<file path="config.mk">
export PLATFORM = sky130hd
export DESIGN_NAME = aging_priority_job_queue_flat
export DESIGN_NICKNAME = d
export VERILOG_FILES = /design/src/hdl/apjq_pkg.sv /design/src/hdl/apjq_if.sv /design/src/hdl/apjq_mem.sv /design/src/hdl/apjq_ctrl.sv /design/src/hdl/aging_priority_job_queue.sv /design/src/flat_wrapper.sv
export SDC_FILE = /design/constraint.sdc
export NUM_CORES = 2
export LEC_CHECK = 0
export ABC_CLOCK_PERIOD_IN_PS = 8900
export BUFFER_PORTS_ARGS = -buffer_cell sky130_fd_sc_hd__buf_2
export CAP_MARGIN = 15
export CORE_MARGIN = 2
export CORE_UTILIZATION = 30
export CTS_CLUSTER_SIZE = 25
export DETAILED_ROUTE_END_ITERATION = 12
export SETUP_SLACK_MARGIN = 0.05
export SLEW_MARGIN = 20
export SYNTH_ARGS = -nofsm -noshare
export SYNTH_HDL_FRONTEND = slang
export SYNTH_SLANG_ARGS = --single-unit
</file>
<file path="constraint.sdc">
create_clock -name clk -period 8.9 [get_ports clk]
set_input_delay 1.78 -clock clk [delete_from_list [all_inputs] [get_ports clk]]
set_output_delay 1.78 -clock clk [all_outputs]
set_load 0.02 [all_outputs]
</file>
<file path="src/hdl/apjq_pkg.sv">
// ----------------------------------------------------------------------------
// apjq_pkg
// Shared types and constants for the aging priority job queue.
// ----------------------------------------------------------------------------
package apjq_pkg;

  localparam int QUEUE_DEPTH = 32;
  localparam int IDX_W       = $clog2(QUEUE_DEPTH);
  localparam int CNT_W       = $clog2(QUEUE_DEPTH + 1);
  localparam int OCC_W       = 6;
  localparam int JOB_W       = 10;
  localparam int PRI_W       = 4;
  localparam int PG_W        = 8;
  localparam int AGE_W       = 8;
  localparam logic [7:0] MAX_CYCLES_RESET = 8'd10;

  typedef enum logic [1:0] {
    OP_INSERT  = 2'd0,
    OP_DEQUEUE = 2'd1,
    OP_TICK    = 2'd2,
    OP_PROMOTE = 2'd3
  } op_t;

  typedef enum logic [1:0] {
    ST_OK        = 2'd0,
    ST_FULL      = 2'd1,
    ST_EMPTY     = 2'd2,
    ST_NOT_FOUND = 2'd3
  } status_t;

  typedef enum logic [3:0] {
    S_IDLE, S_SR_RD, S_SR_CK, S_OG_RD, S_OG_WR, S_PUT, S_CG_RD, S_CG_WR,
    S_TK_RD, S_TK_CK, S_FD_RD, S_FD_CK, S_DQ_RD, S_DQ_CK, S_DONE
  } state_t;

  typedef struct packed {
    logic [JOB_W-1:0] job;
    logic [PRI_W-1:0] pri;
    logic [PG_W-1:0]  pages;
    logic [AGE_W-1:0] age;
  } entry_t;

  typedef struct packed {
    logic [1:0]       op;
    logic [JOB_W-1:0] job_id;
    logic [PRI_W-1:0] pri;
    logic [PG_W-1:0]  pages;
  } req_t;

  typedef struct packed {
    status_t          status;
    entry_t           ent;
    logic [CNT_W-1:0] count;
  } res_t;

  typedef struct packed {
    logic             rd_en;
    logic [IDX_W-1:0] rd_addr;
    logic             wr_en;
    logic [IDX_W-1:0] wr_addr;
    entry_t           wr_data;
  } mem_req_t;

endpackage

</file>
<file path="src/hdl/apjq_if.sv">
// ----------------------------------------------------------------------------
// apjq_if
// Request, result and configuration channels of the job queue.
// ----------------------------------------------------------------------------
interface apjq_in_if;
  logic       valid;
  logic       ready;
  logic [1:0] operation;
  logic [9:0] job_id;
  logic [3:0] priority_req;
  logic [7:0] pages;
  modport source (output valid, operation, job_id, priority_req, pages, input ready);
  modport sink   (input valid, operation, job_id, priority_req, pages, output ready);
endinterface

interface apjq_out_if;
  logic       valid;
  logic       ready;
  logic [1:0] status;
  logic [9:0] out_job_id;
  logic [3:0] out_priority;
  logic [7:0] out_pages;
  logic [7:0] out_age;
  logic [5:0] occupancy;
  modport source (output valid, status, out_job_id, out_priority, out_pages, out_age,
                  occupancy, input ready);
  modport sink   (input valid, status, out_job_id, out_priority, out_pages, out_age,
                  occupancy, output ready);
endinterface

interface apjq_cfg_if;
  logic       valid;
  logic       ready;
  logic [7:0] data;
  modport source (output valid, data, input ready);
  modport sink   (input valid, data, output ready);
endinterface

</file>
<file path="src/hdl/apjq_mem.sv">
// ----------------------------------------------------------------------------
// apjq_mem
// Slot memory: one write port, one read port, registered read data.
// ----------------------------------------------------------------------------
module apjq_mem
  import apjq_pkg::*;
(
  input  logic     clk,
  input  mem_req_t req,
  output entry_t   rd_data
);

  entry_t slots [QUEUE_DEPTH];

  always_ff @(posedge clk) begin
    if (req.wr_en) begin
      slots[req.wr_addr] <= req.wr_data;
    end
    if (req.rd_en) begin
      rd_data <= slots[req.rd_addr];
    end
  end

endmodule

</file>
<file path="src/hdl/apjq_ctrl.sv">
// ----------------------------------------------------------------------------
// apjq_ctrl
// Sequencer: search, shift, age and promote over the slot memory.
// ----------------------------------------------------------------------------
module apjq_ctrl
  import apjq_pkg::*;
(
  input  logic       clk,
  input  logic       rst_n,
  input  logic       req_valid,
  output logic       req_ready,
  input  req_t       req,
  input  logic [7:0] max_cycles,
  output logic       res_valid,
  input  logic       res_ready,
  output res_t       res,
  output mem_req_t   mem,
  input  entry_t     rd_data
);

  state_t           state_r, state_nxt;
  op_t              op_r, op_nxt;
  logic [JOB_W-1:0] id_r, id_nxt;
  entry_t           hold_r, hold_nxt;
  entry_t           rent_r, rent_nxt;
  status_t          stat_r, stat_nxt;
  logic [CNT_W-1:0] count_r, count_nxt;
  logic [CNT_W-1:0] j_r, j_nxt;
  logic [CNT_W-1:0] pos_r, pos_nxt;
  logic [CNT_W-1:0] ti_r, ti_nxt;
  logic [CNT_W-1:0] j_inc, j_dec;
  logic [AGE_W-1:0] age_new;
  logic             fits, promo;

  assign j_inc   = j_r + 1'b1;
  assign j_dec   = j_r - 1'b1;
  assign age_new = (rd_data.age == '1) ? rd_data.age : rd_data.age + 1'b1;
  assign promo   = (age_new != rd_data.age) && (age_new == max_cycles);
  // keep walking while the slot key is ahead of the new job
  assign fits = (op_r == OP_INSERT) ?
                ((rd_data.pri < hold_r.pri) ||
                 ((rd_data.pri == hold_r.pri) && (rd_data.pages <= hold_r.pages))) :
                (rd_data.pri == '0);

  // next state
  always_comb begin
    state_nxt = state_r;
    unique case (state_r)
      S_IDLE: begin
        if (req_valid) begin
          unique case (op_t'(req.op))
            OP_INSERT:  state_nxt = (count_r == CNT_W'(QUEUE_DEPTH)) ? S_DONE : S_SR_RD;
            OP_DEQUEUE: state_nxt = S_DQ_RD;
            OP_TICK:    state_nxt = S_TK_RD;
            OP_PROMOTE: state_nxt = S_FD_RD;
            default:    state_nxt = S_DONE;
          endcase
        end
      end
      S_SR_RD: state_nxt = (j_r == count_r) ? S_OG_RD : S_SR_CK;
      S_SR_CK: state_nxt = fits ? S_SR_RD : S_OG_RD;
      S_OG_RD: state_nxt = (j_r == pos_r) ? S_PUT : S_OG_WR;
      S_OG_WR: state_nxt = S_OG_RD;
      S_PUT:   state_nxt = (op_r == OP_TICK) ? S_TK_RD : S_DONE;
      S_CG_RD: begin
        if (j_inc >= count_r) begin
          state_nxt = (op_r == OP_DEQUEUE) ? S_DONE : S_SR_RD;
        end else begin
          state_nxt = S_CG_WR;
        end
      end
      S_CG_WR: state_nxt = S_CG_RD;
      S_TK_RD: state_nxt = (ti_r == count_r) ? S_DONE : S_TK_CK;
      S_TK_CK: state_nxt = promo ? S_CG_RD : S_TK_RD;
      S_FD_RD: state_nxt = (j_r == count_r) ? S_DONE : S_FD_CK;
      S_FD_CK: state_nxt = (rd_data.job == id_r) ? S_CG_RD : S_FD_RD;
      S_DQ_RD: state_nxt = (count_r == '0) ? S_DONE : S_DQ_CK;
      S_DQ_CK: state_nxt = S_CG_RD;
      S_DONE:  state_nxt = res_ready ? S_IDLE : S_DONE;
      default: state_nxt = S_IDLE;
    endcase
  end

  // datapath registers
  always_comb begin
    op_nxt    = op_r;
    id_nxt    = id_r;
    hold_nxt  = hold_r;
    rent_nxt  = rent_r;
    stat_nxt  = stat_r;
    count_nxt = count_r;
    j_nxt     = j_r;
    pos_nxt   = pos_r;
    ti_nxt    = ti_r;
    unique case (state_r)
      S_IDLE: begin
        if (req_valid) begin
          op_nxt   = op_t'(req.op);
          id_nxt   = req.job_id;
          hold_nxt = '{job: req.job_id, pri: req.pri, pages: req.pages, age: '0};
          rent_nxt = '0;
          stat_nxt = ((op_t'(req.op) == OP_INSERT) && (count_r == CNT_W'(QUEUE_DEPTH))) ?
                     ST_FULL : ST_OK;
          j_nxt    = '0;
          ti_nxt   = '0;
        end
      end
      S_SR_RD: begin
        if (j_r == count_r) begin
          pos_nxt = j_r;
          j_nxt   = count_r;
        end
      end
      S_SR_CK: begin
        if (fits) begin
          j_nxt = j_inc;
        end else begin
          pos_nxt = j_r;
          j_nxt   = count_r;
        end
      end
      S_OG_WR: j_nxt = j_dec;
      S_PUT: begin
        count_nxt = count_r + 1'b1;
        ti_nxt    = ti_r + 1'b1;
      end
      S_CG_RD: begin
        if (j_inc >= count_r) begin
          count_nxt = count_r - 1'b1;
          j_nxt     = '0;
        end
      end
      S_CG_WR: j_nxt = j_inc;
      S_TK_CK: begin
        if (promo) begin
          hold_nxt = '{job: rd_data.job, pri: '0, pages: rd_data.pages, age: age_new};
          j_nxt    = ti_r;
        end else begin
          ti_nxt = ti_r + 1'b1;
        end
      end
      S_FD_RD: begin
        if (j_r == count_r) begin
          stat_nxt = ST_NOT_FOUND;
        end
      end
      S_FD_CK: begin
        if (rd_data.job == id_r) begin
          hold_nxt = '{job: rd_data.job, pri: '0, pages: rd_data.pages, age: rd_data.age};
        end else begin
          j_nxt = j_inc;
        end
      end
      S_DQ_RD: begin
        if (count_r == '0) begin
          stat_nxt = ST_EMPTY;
        end
      end
      S_DQ_CK: begin
        rent_nxt = rd_data;
        j_nxt    = '0;
      end
      default: begin
      end
    endcase
  end

  // outputs
  always_comb begin
    mem       = '0;
    req_ready = 1'b0;
    res_valid = 1'b0;
    unique case (state_r)
      S_IDLE: req_ready = 1'b1;
      S_SR_RD, S_FD_RD: begin
        mem.rd_en   = (j_r != count_r);
        mem.rd_addr = j_r[IDX_W-1:0];
      end
      S_OG_RD: begin
        mem.rd_en   = (j_r != pos_r);
        mem.rd_addr = j_dec[IDX_W-1:0];
      end
      S_OG_WR, S_CG_WR: begin
        mem.wr_en   = 1'b1;
        mem.wr_addr = j_r[IDX_W-1:0];
        mem.wr_data = rd_data;
      end
      S_PUT: begin
        mem.wr_en   = 1'b1;
        mem.wr_addr = pos_r[IDX_W-1:0];
        mem.wr_data = hold_r;
      end
      S_CG_RD: begin
        mem.rd_en   = (j_inc < count_r);
        mem.rd_addr = j_inc[IDX_W-1:0];
      end
      S_TK_RD: begin
        mem.rd_en   = (ti_r != count_r);
        mem.rd_addr = ti_r[IDX_W-1:0];
      end
      S_TK_CK: begin
        mem.wr_en   = 1'b1;
        mem.wr_addr = ti_r[IDX_W-1:0];
        mem.wr_data = '{job: rd_data.job, pri: rd_data.pri, pages: rd_data.pages,
                        age: age_new};
      end
      S_DQ_RD: begin
        mem.rd_en   = (count_r != '0);
        mem.rd_addr = '0;
      end
      S_DONE: res_valid = 1'b1;
      default: begin
      end
    endcase
  end

  assign res = '{status: stat_r, ent: rent_r, count: count_r};

  always_ff @(posedge clk) begin
    if (!rst_n) begin
      state_r <= S_IDLE;
      count_r <= '0;
    end else begin
      state_r <= state_nxt;
      count_r <= count_nxt;
    end
    op_r   <= op_nxt;
    id_r   <= id_nxt;
    hold_r <= hold_nxt;
    rent_r <= rent_nxt;
    stat_r <= stat_nxt;
    j_r    <= j_nxt;
    pos_r  <= pos_nxt;
    ti_r   <= ti_nxt;
  end

endmodule

</file>
<file path="src/hdl/aging_priority_job_queue.sv">
// ----------------------------------------------------------------------------
// aging_priority_job_queue
// Sorted job queue with aging, held in one slot memory in sorted order.
// Insert searches for the slot, shifts the tail back and puts the job; dequeue
// reads the head and closes the gap; a full insert or an empty dequeue skips the walk;
// promote and each aged job add a remove, search and reinsert.
// Throughput: one request at a time; the slot-by-slot memory walk sets it,
// and the next request is taken the cycle after the result is handed off.
// A result sits in the output register while the next request is taken.
// Reset: synchronous active-low; queue empties, max_cycles returns to 10.
// ----------------------------------------------------------------------------
module aging_priority_job_queue
  import apjq_pkg::*;
(
  input  logic      clk,
  input  logic      rst_n,
  apjq_in_if.sink   in_chan,
  apjq_out_if.source out_chan,
  apjq_cfg_if.sink  cfg_chan
);

  logic [7:0] max_cycles_r;
  req_t       req;
  res_t       res;
  logic       res_valid, res_ready;
  mem_req_t   mem;
  entry_t     rd_data;
  logic       ovalid_r;
  res_t       ores_r;

  // configuration: always ready; the user must write it only while idle, the block does not enforce this
  assign cfg_chan.ready = 1'b1;
  always_ff @(posedge clk) begin
    if (!rst_n) begin
      max_cycles_r <= MAX_CYCLES_RESET;
    end else if (cfg_chan.valid) begin
      max_cycles_r <= cfg_chan.data;
    end
  end

  assign req = '{op: in_chan.operation, job_id: in_chan.job_id,
                 pri: in_chan.priority_req, pages: in_chan.pages};

  apjq_mem u_mem (
    .clk     (clk),
    .req     (mem),
    .rd_data (rd_data)
  );

  apjq_ctrl u_ctrl (
    .clk        (clk),
    .rst_n      (rst_n),
    .req_valid  (in_chan.valid),
    .req_ready  (in_chan.ready),
    .req        (req),
    .max_cycles (max_cycles_r),
    .res_valid  (res_valid),
    .res_ready  (res_ready),
    .res        (res),
    .mem        (mem),
    .rd_data    (rd_data)
  );

  // output register: take a result when empty or being drained
  assign res_ready = !ovalid_r || out_chan.ready;
  always_ff @(posedge clk) begin
    if (!rst_n) begin
      ovalid_r <= 1'b0;
    end else if (res_ready) begin
      ovalid_r <= res_valid;
    end
    if (res_ready && res_valid) begin
      ores_r <= res;
    end
  end

  assign out_chan.valid        = ovalid_r;
  assign out_chan.status       = ores_r.status;
  assign out_chan.out_job_id   = ores_r.ent.job;
  assign out_chan.out_priority = ores_r.ent.pri;
  assign out_chan.out_pages    = ores_r.ent.pages;
  assign out_chan.out_age      = ores_r.ent.age;
  assign out_chan.occupancy    = OCC_W'(ores_r.count);

  // a taken request blocks the next one until its result is handed off
  a_one_at_a_time: assert property (@(posedge clk) disable iff (!rst_n)
    (in_chan.valid && in_chan.ready) |=> !in_chan.ready)
    else $error("request accepted while busy");

  a_full_count: assert property (@(posedge clk) disable iff (!rst_n)
    (out_chan.valid && (out_chan.status == ST_FULL)) |->
      (out_chan.occupancy == OCC_W'(QUEUE_DEPTH)))
    else $error("full status with room left");

  a_empty_count: assert property (@(posedge clk) disable iff (!rst_n)
    (out_chan.valid && (out_chan.status == ST_EMPTY)) |-> (out_chan.occupancy == '0))
    else $error("empty status with jobs held");

  a_occ_bound: assert property (@(posedge clk) disable iff (!rst_n)
    out_chan.valid |-> (out_chan.occupancy <= OCC_W'(QUEUE_DEPTH)))
    else $error("occupancy beyond depth");

endmodule
</file>
<file path="src/flat_wrapper.sv">
// flat-port wrapper written by rule: the top's interface ports become plain ports
module aging_priority_job_queue_flat import apjq_pkg::*;
  (clk, rst_n, in_chan_valid, in_chan_operation, in_chan_job_id, in_chan_priority_req, in_chan_pages, in_chan_ready, out_chan_valid, out_chan_status, out_chan_out_job_id, out_chan_out_priority, out_chan_out_pages, out_chan_out_age, out_chan_occupancy, out_chan_ready, cfg_chan_valid, cfg_chan_data, cfg_chan_ready);
  apjq_in_if in_chan_i ();
  apjq_out_if out_chan_i ();
  apjq_cfg_if cfg_chan_i ();
  input  logic clk;
  input  logic rst_n;
  input wire logic [$bits(in_chan_i.valid)-1:0] in_chan_valid;
  input wire logic [$bits(in_chan_i.operation)-1:0] in_chan_operation;
  input wire logic [$bits(in_chan_i.job_id)-1:0] in_chan_job_id;
  input wire logic [$bits(in_chan_i.priority_req)-1:0] in_chan_priority_req;
  input wire logic [$bits(in_chan_i.pages)-1:0] in_chan_pages;
  output wire logic [$bits(in_chan_i.ready)-1:0] in_chan_ready;
  output wire logic [$bits(out_chan_i.valid)-1:0] out_chan_valid;
  output wire logic [$bits(out_chan_i.status)-1:0] out_chan_status;
  output wire logic [$bits(out_chan_i.out_job_id)-1:0] out_chan_out_job_id;
  output wire logic [$bits(out_chan_i.out_priority)-1:0] out_chan_out_priority;
  output wire logic [$bits(out_chan_i.out_pages)-1:0] out_chan_out_pages;
  output wire logic [$bits(out_chan_i.out_age)-1:0] out_chan_out_age;
  output wire logic [$bits(out_chan_i.occupancy)-1:0] out_chan_occupancy;
  input wire logic [$bits(out_chan_i.ready)-1:0] out_chan_ready;
  input wire logic [$bits(cfg_chan_i.valid)-1:0] cfg_chan_valid;
  input wire logic [$bits(cfg_chan_i.data)-1:0] cfg_chan_data;
  output wire logic [$bits(cfg_chan_i.ready)-1:0] cfg_chan_ready;
  assign in_chan_i.valid = in_chan_valid;
  assign in_chan_i.operation = in_chan_operation;
  assign in_chan_i.job_id = in_chan_job_id;
  assign in_chan_i.priority_req = in_chan_priority_req;
  assign in_chan_i.pages = in_chan_pages;
  assign in_chan_ready = in_chan_i.ready;
  assign out_chan_valid = out_chan_i.valid;
  assign out_chan_status = out_chan_i.status;
  assign out_chan_out_job_id = out_chan_i.out_job_id;
  assign out_chan_out_priority = out_chan_i.out_priority;
  assign out_chan_out_pages = out_chan_i.out_pages;
  assign out_chan_out_age = out_chan_i.out_age;
  assign out_chan_occupancy = out_chan_i.occupancy;
  assign out_chan_i.ready = out_chan_ready;
  assign cfg_chan_i.valid = cfg_chan_valid;
  assign cfg_chan_i.data = cfg_chan_data;
  assign cfg_chan_ready = cfg_chan_i.ready;
  aging_priority_job_queue u_core (.clk(clk), .rst_n(rst_n), .in_chan(in_chan_i), .out_chan(out_chan_i), .cfg_chan(cfg_chan_i));
endmodule
</file>
After elaboration in Yosys (flattened, before gate mapping)
Memory sizes are Yosys's and may differ from the RTL's. A register that Yosys moved wholly into a read port is not among the register bits.
Index checks and enable logic that the tools add are counted.
{ "classes": {"n_mux": 49, "n_reduce_logical": 31, "magnitude_cmp": 4, "n_eq_ne": 41, "n_addsub": 6} }
{ "op_table": {"columns": ["op", "n"], "rows": [
  ["2-to-1 mux 30 bit", 4],
  ["one-hot mux 36 bit (3 select lines)", 1],
  ["one-hot mux 30 bit (3 select lines)", 1],
  ["2-to-1 mux 6 bit", 10],
  ["one-hot mux 30 bit (2 select lines)", 1],
  ["one-hot mux 4 bit (14 select lines)", 1],
  ["one-hot mux 6 bit (9 select lines)", 1],
  ["one-hot mux 6 bit (5 select lines)", 1],
  ["equality test 4 bit (second input constant)", 7],
  ["2-to-1 mux 4 bit", 7],
  ["one-hot mux 6 bit (2 select lines)", 2],
  ["inequality test 2 bit (second input constant)", 10],
  ["adder 6 x 1 -> 6 bit (second input constant)", 3],
  ["equality test 6 bit", 3],
  ["inequality test 6 bit", 3],
  ["one-hot mux 6 bit (3 select lines)", 1],
  ["equality test 4 x 3 -> 1 bit (second input constant)", 4],
  ["one-hot mux 4 bit (4 select lines)", 1],
  ["subtractor 6 x 1 -> 6 bit (second input constant)", 2],
  ["equality test 10 bit", 1],
  ["2-to-1 mux 2 bit", 5],
  ["2-to-1 mux 3 bit", 3],
  ["nonzero test 3 bit", 3],
  ["nonzero test 9 bit", 1],
  ["30 further kinds", 55]
]} }
{ "totals": {"out_inout_bits": 41, "elab_cells": 156, "in_bits": 37, "mem_bits_rw": 960, "mem_count": 1, "ff_bits": 149} }
{ "memory_table": {"columns": ["memory", "words", "word_bits", "rd", "rd_clocked_by_memory_dff", "wr", "line", "source"], "rows": [
  ["u_core.u_mem.slots", 32, 30, 1, 1, 1, "apjq_mem.sv:13", "entry_t slots [QUEUE_DEPTH];"]
]} }

Logic depth before layout (Yosys ltp)
{ "depth": {"depth_word": 6, "depth_mapped": 14} }

By module
From an unflattened synthesis, not the netlist that was laid out.
{ "unflattened": {"cells_unflattened": 2870, "area_unflattened_um2": 46739.8} }
{ "modules_own_cells": {"columns": ["mod", "area_per_inst_um2", "instances", "seq_area_each_um2", "cells_each"], "rows": [
  ["apjq_mem", 38359.3, 1, 29728.5, 2122],
  ["apjq_ctrl", 6887.9, 1, 2962.8, 678],
  ["aging_priority_job_queue", 1492.7, 1, 1321.3, 70]
]} }

Least setup slack after synthesis
Ideal clock, no wire load.
{ "synth_timing": {"path_kind": "input to register", "startpoint": "in out_chan_ready", "endpoint": "reg u_core.ores_r, in the netlist u_core.out_chan.occupancy[0], enable pin", "required_time_ns": 8.419, "arrival_time_ns": 4.445, "slack_ns": 3.974, "path_stages": 2, "setup_time_ns": 0.481, "path_cell_list": "nor2b_1 -> nor3_1"} }
{ "synth_between": {"elab_chain_cells": 2} }
{ "synth_rtl": {"columns": ["element", "line", "source"], "rows": [
  ["start: declaration", "flat_wrapper.sv:22", "input wire logic [$bits(out_chan_i.ready)-1:0] out_chan_ready;"],
  ["logical OR 1 bit", "aging_priority_job_queue.sv:65", "assign res_ready = !ovalid_r || out_chan.ready;"],
  ["logical AND 1 bit", "aging_priority_job_queue.sv:72", "if (res_ready && res_valid) begin"],
  ["end signal: assignment", "aging_priority_job_queue.sv:73", "ores_r <= res;"],
  ["end: declaration", "aging_priority_job_queue.sv:29", "res_t ores_r;"]
]} }
Every way passes these cells.
A chain may end at the register's enable or synchronous reset.

Worst setup path in the final report
{ "layout_timing": {"startpoint": "reg u_core.u_ctrl.state_r[3]", "endpoint": "reg u_core.u_mem.rd_data[6] (netlist name)"} }
{ "layout_between": {"elab_chain_cells": 3} }
{ "layout_rtl": {"columns": ["element", "line", "source"], "rows": [
  ["start: declaration", "apjq_ctrl.sv:21", "state_t state_r, state_nxt;"],
  ["start signal: assignment", "apjq_ctrl.sv:224", "state_r <= state_nxt;"],
  ["equality test 4 x 1 -> 1 bit or equality test 4 bit (tied branches)", "apjq_ctrl.sv:173", "unique case (state_r)"],
  ["OR reduction 2 bit", "apjq_ctrl.sv:173", null],
  ["one-hot mux 6 bit (5 select lines) (*)", "apjq_ctrl.sv:173", null]
]} }
Mark *: on every way between the ends. The rest lies on a longest branch, timed or not.

==> metrics.cfg <==
[routing]
wl_per_cell_um = 24.8
vias = 27558
drtIter0Drc = 3475
viasPerCell = 5.32
ant_nets = 0
post-route-drc-count = 0
drt_first_pass_iters = 6
drt_wl_total_um = 128000

[cts]
clk_latency_ns = 0.72
ctsResizeCount = 0
cts_hold_buf = 0
tritoncts = yes
numClockSinks = 1139
cts_setup_buffers = 0
clk_path_buf_depth = 3
cts_root_buf = clkbuf_16
numCtsBuffers = 114
htree_levels = 3
clkTransAtPathRegs_ns = 0.06

[finish]
nets = 3114
syn_to_final_growth_pct = 14.8
drive_gt1_share_pct = 15.5
antenna_cells = 0
fin_util_pct = 34.7

[timing]
fmax_mhz = 194
rsz0062_at_grt = false
min_period_ns = 5.16
finalSetupViolations = 0
relSlewSlack_pct = 22.7
drv_slew = 0
worst_pin_slew_ns = 1.15
fin_skew_ns = 0.0494
setup_tns_ns = 0
fin_crit_sh_pct = 58.0
finalHoldViolCount = 0
fin_ws_ns = 3.74

[worst_setup_path]
critical_path_class = flip-flop to flip-flop
path_max_fanout = 114
worstReg2RegStart = u_core.u_ctrl.state_r[3]
startpoint_type = flip-flop
arrival_ns = 5.61
worst_ep_required_time_ns = 9.35
startpoint = u_core.u_ctrl.state_r[3]
cp-end-kind = flip-flop

[pwr]
p_leak_nw = 17.4
power_density_mw_per_mm2 = 314
irDropWorstVdd_v = 0.000196

[synthesis]
synth_cell_types = 80
yosysMostFrequentCell = edfxtp_1
synth_common_cells = edfxtp_1 (1120), nand2_1 (393), mux2i_1 (118)
synth_ff_type = edfxtp_1
synthMuxAreaShare_pct = 6.81
ys_warn_count = 0
synthArstFlopShare_pct = 0
synth_edf_count = 1120
synthAdderAreaFrac_pct = 0.741
synth_top_area_cell = edfxtp_1
seq_area_frac_synth_pct = 73.0
synth_seq_cells = 1139
synthCells = 2969
synthSimpleGateAreaFrac_pct = 8.03
synth_top_cell_area_share_pct = 72.2
synthXorXnorAreaFrac_pct = 1.17
synth_compound_area_share_pct = 8.05
synthTopCellsByArea = edfxtp_1 (72%), mux4_2 (3.8%), nand2_1 (3.2%), mux2i_1 (2.5%), and3_1 (1.4%)
synthesis.area_sq_mm = 0.0466
syn_nets = 3033
syn_area_per_cell_sq_um = 15.7
synth_top_family_by_area = compound AO/OA/AOI/OAI gates

[place]
gp_congestion = 0.848
io_buffers = 76
hpwl_um = 75400
place_ws_ns = 3.84

[grt]
grt_pass1_wl_um = 186000
antenna_found_initial = 3
first_global_vias = 26504
overflow = 0
grt_usage_pct = 15.8
grt_max_degree = 115

[die]
initial_core_util_pct = 30.2
die_area_sq_mm = 0.158
rows = 144
die_h_um = 398
die_w_um = 398
coreArea_sq_mm = 0.154
pin_count = 78

[hold_path]
worst_hold_startpoint = u_core.u_ctrl.res[9]
hold_path.class = flip-flop to flip-flop

[run_status]
status = completed

[run]
maxCapViolations = 0

-- power breakdown --
part           internal, W  switching, W
Combinational      0.00181       0.00330
Clock              0.00260       0.00204
Sequential         0.00658      0.000444
-- cells by family (layout without fill, tap and decap cells) --
family / count (synthesis) / in the layout
buffers and inverters: 231 / 396
adder cells (fa/ha/maj): 27 / 27
AND/OR/NAND/NOR: 802 / 802
multiplexers: 216 / 216
flip-flops: 1139 / 1139
other: 1 / 1
XOR/XNOR: 62 / 62
AO/OA/AOI/OAI: 491 / 491
-- worst max-delay path, cell delays in order (launching register included) --
cell and delay (ns):
dfxtp_1 1.05, nand4bb_1 0.48, inv_2 0.22, a22oi_4 0.64, nand2_8 0.58, buf_12 0.54
a211oi_1 0.58, a311o_1 0.29, nand4_1 0.13, o32a_1 0.18
-- cell usage in the layout, fill, tap and decap left out, types with 69 or more instances in the layout --
master / instances
mux2i_1: 118
a21oi_1: 80
buf_2: 76
buf_4: 69
and3_1: 101
clkbuf_16: 114
mux4_2: 79
nand2_1: 390
nand3_1: 81
edfxtp_1: 1120
-- per-layer routing --
layer | global-route usage (%) | wire length [um] | vias up | part of all wire, %
met5 | 0 | 13 | - | 0.010
met4 | 3.67 | 2690 | 2 | 2.1
met3 | 2.45 | 10700 | 186 | 8.3
met2 | 24.9 | 59600 | 1267 | 46
met1 | 22.8 | 55300 | 14267 | 43
li1 | - | - | 11836 | -
-- registers in the layout (all words and copies together) (netlist names), 8 cells and up --
signal                      flops
u_core.u_mem.slots            960
u_core.u_ctrl.hold_r           30
u_core.out_chan.out_job_id     10
u_core.max_cycles_r             8
u_core.out_chan.out_pages       8
u_core.u_ctrl.id_r             10
u_core.u_ctrl.res              30
u_core.u_mem.rd_data           30
u_core.out_chan.out_age         8
-- cell type report --
| type | count | area [sq um] |
|---|---|---|
| Clock inverter | 54 | 579 |
| Sequential cell | 1139 | 34000 |
| Multi-Input combinational cell | 1599 | 12000 |
| Tap cell | 2044 | 2560 |
| Clock buffer | 146 | 2980 |
| Inverter | 35 | 131 |
| Fill cell | 14661 | 101000 |
| Timing Repair Buffer | 161 | 1260 |
-- path summary, 6_finish.rpt --
path,end,slack (ns),cells past startpoint
worst max-delay path,u_core.u_mem.rd_data[6],3.74,9
worst min-delay path,u_core.out_chan.out_age[3],0.39,0
worst max register to register,u_core.u_mem.rd_data[6],3.74,9
worst min register to register,u_core.out_chan.out_age[3],0.39,0
-- per-stage QoR --
stage          hold WS, ns  cell area (sq um)  std cells  total power, W
2_1_floorplan        0.400              46600       2969          0.0103
3_3_place_gp         0.401              49600       4966          0.0121
3_5_place_dp         0.405              49800       4975          0.0122
4_1_cts              0.404              53400       5175          0.0168
5_1_grt              0.416              53500       5178          0.0174
6_report             0.395              53500       5178          0.0168
No activity file was read; power rests on OpenSTA's default activity.
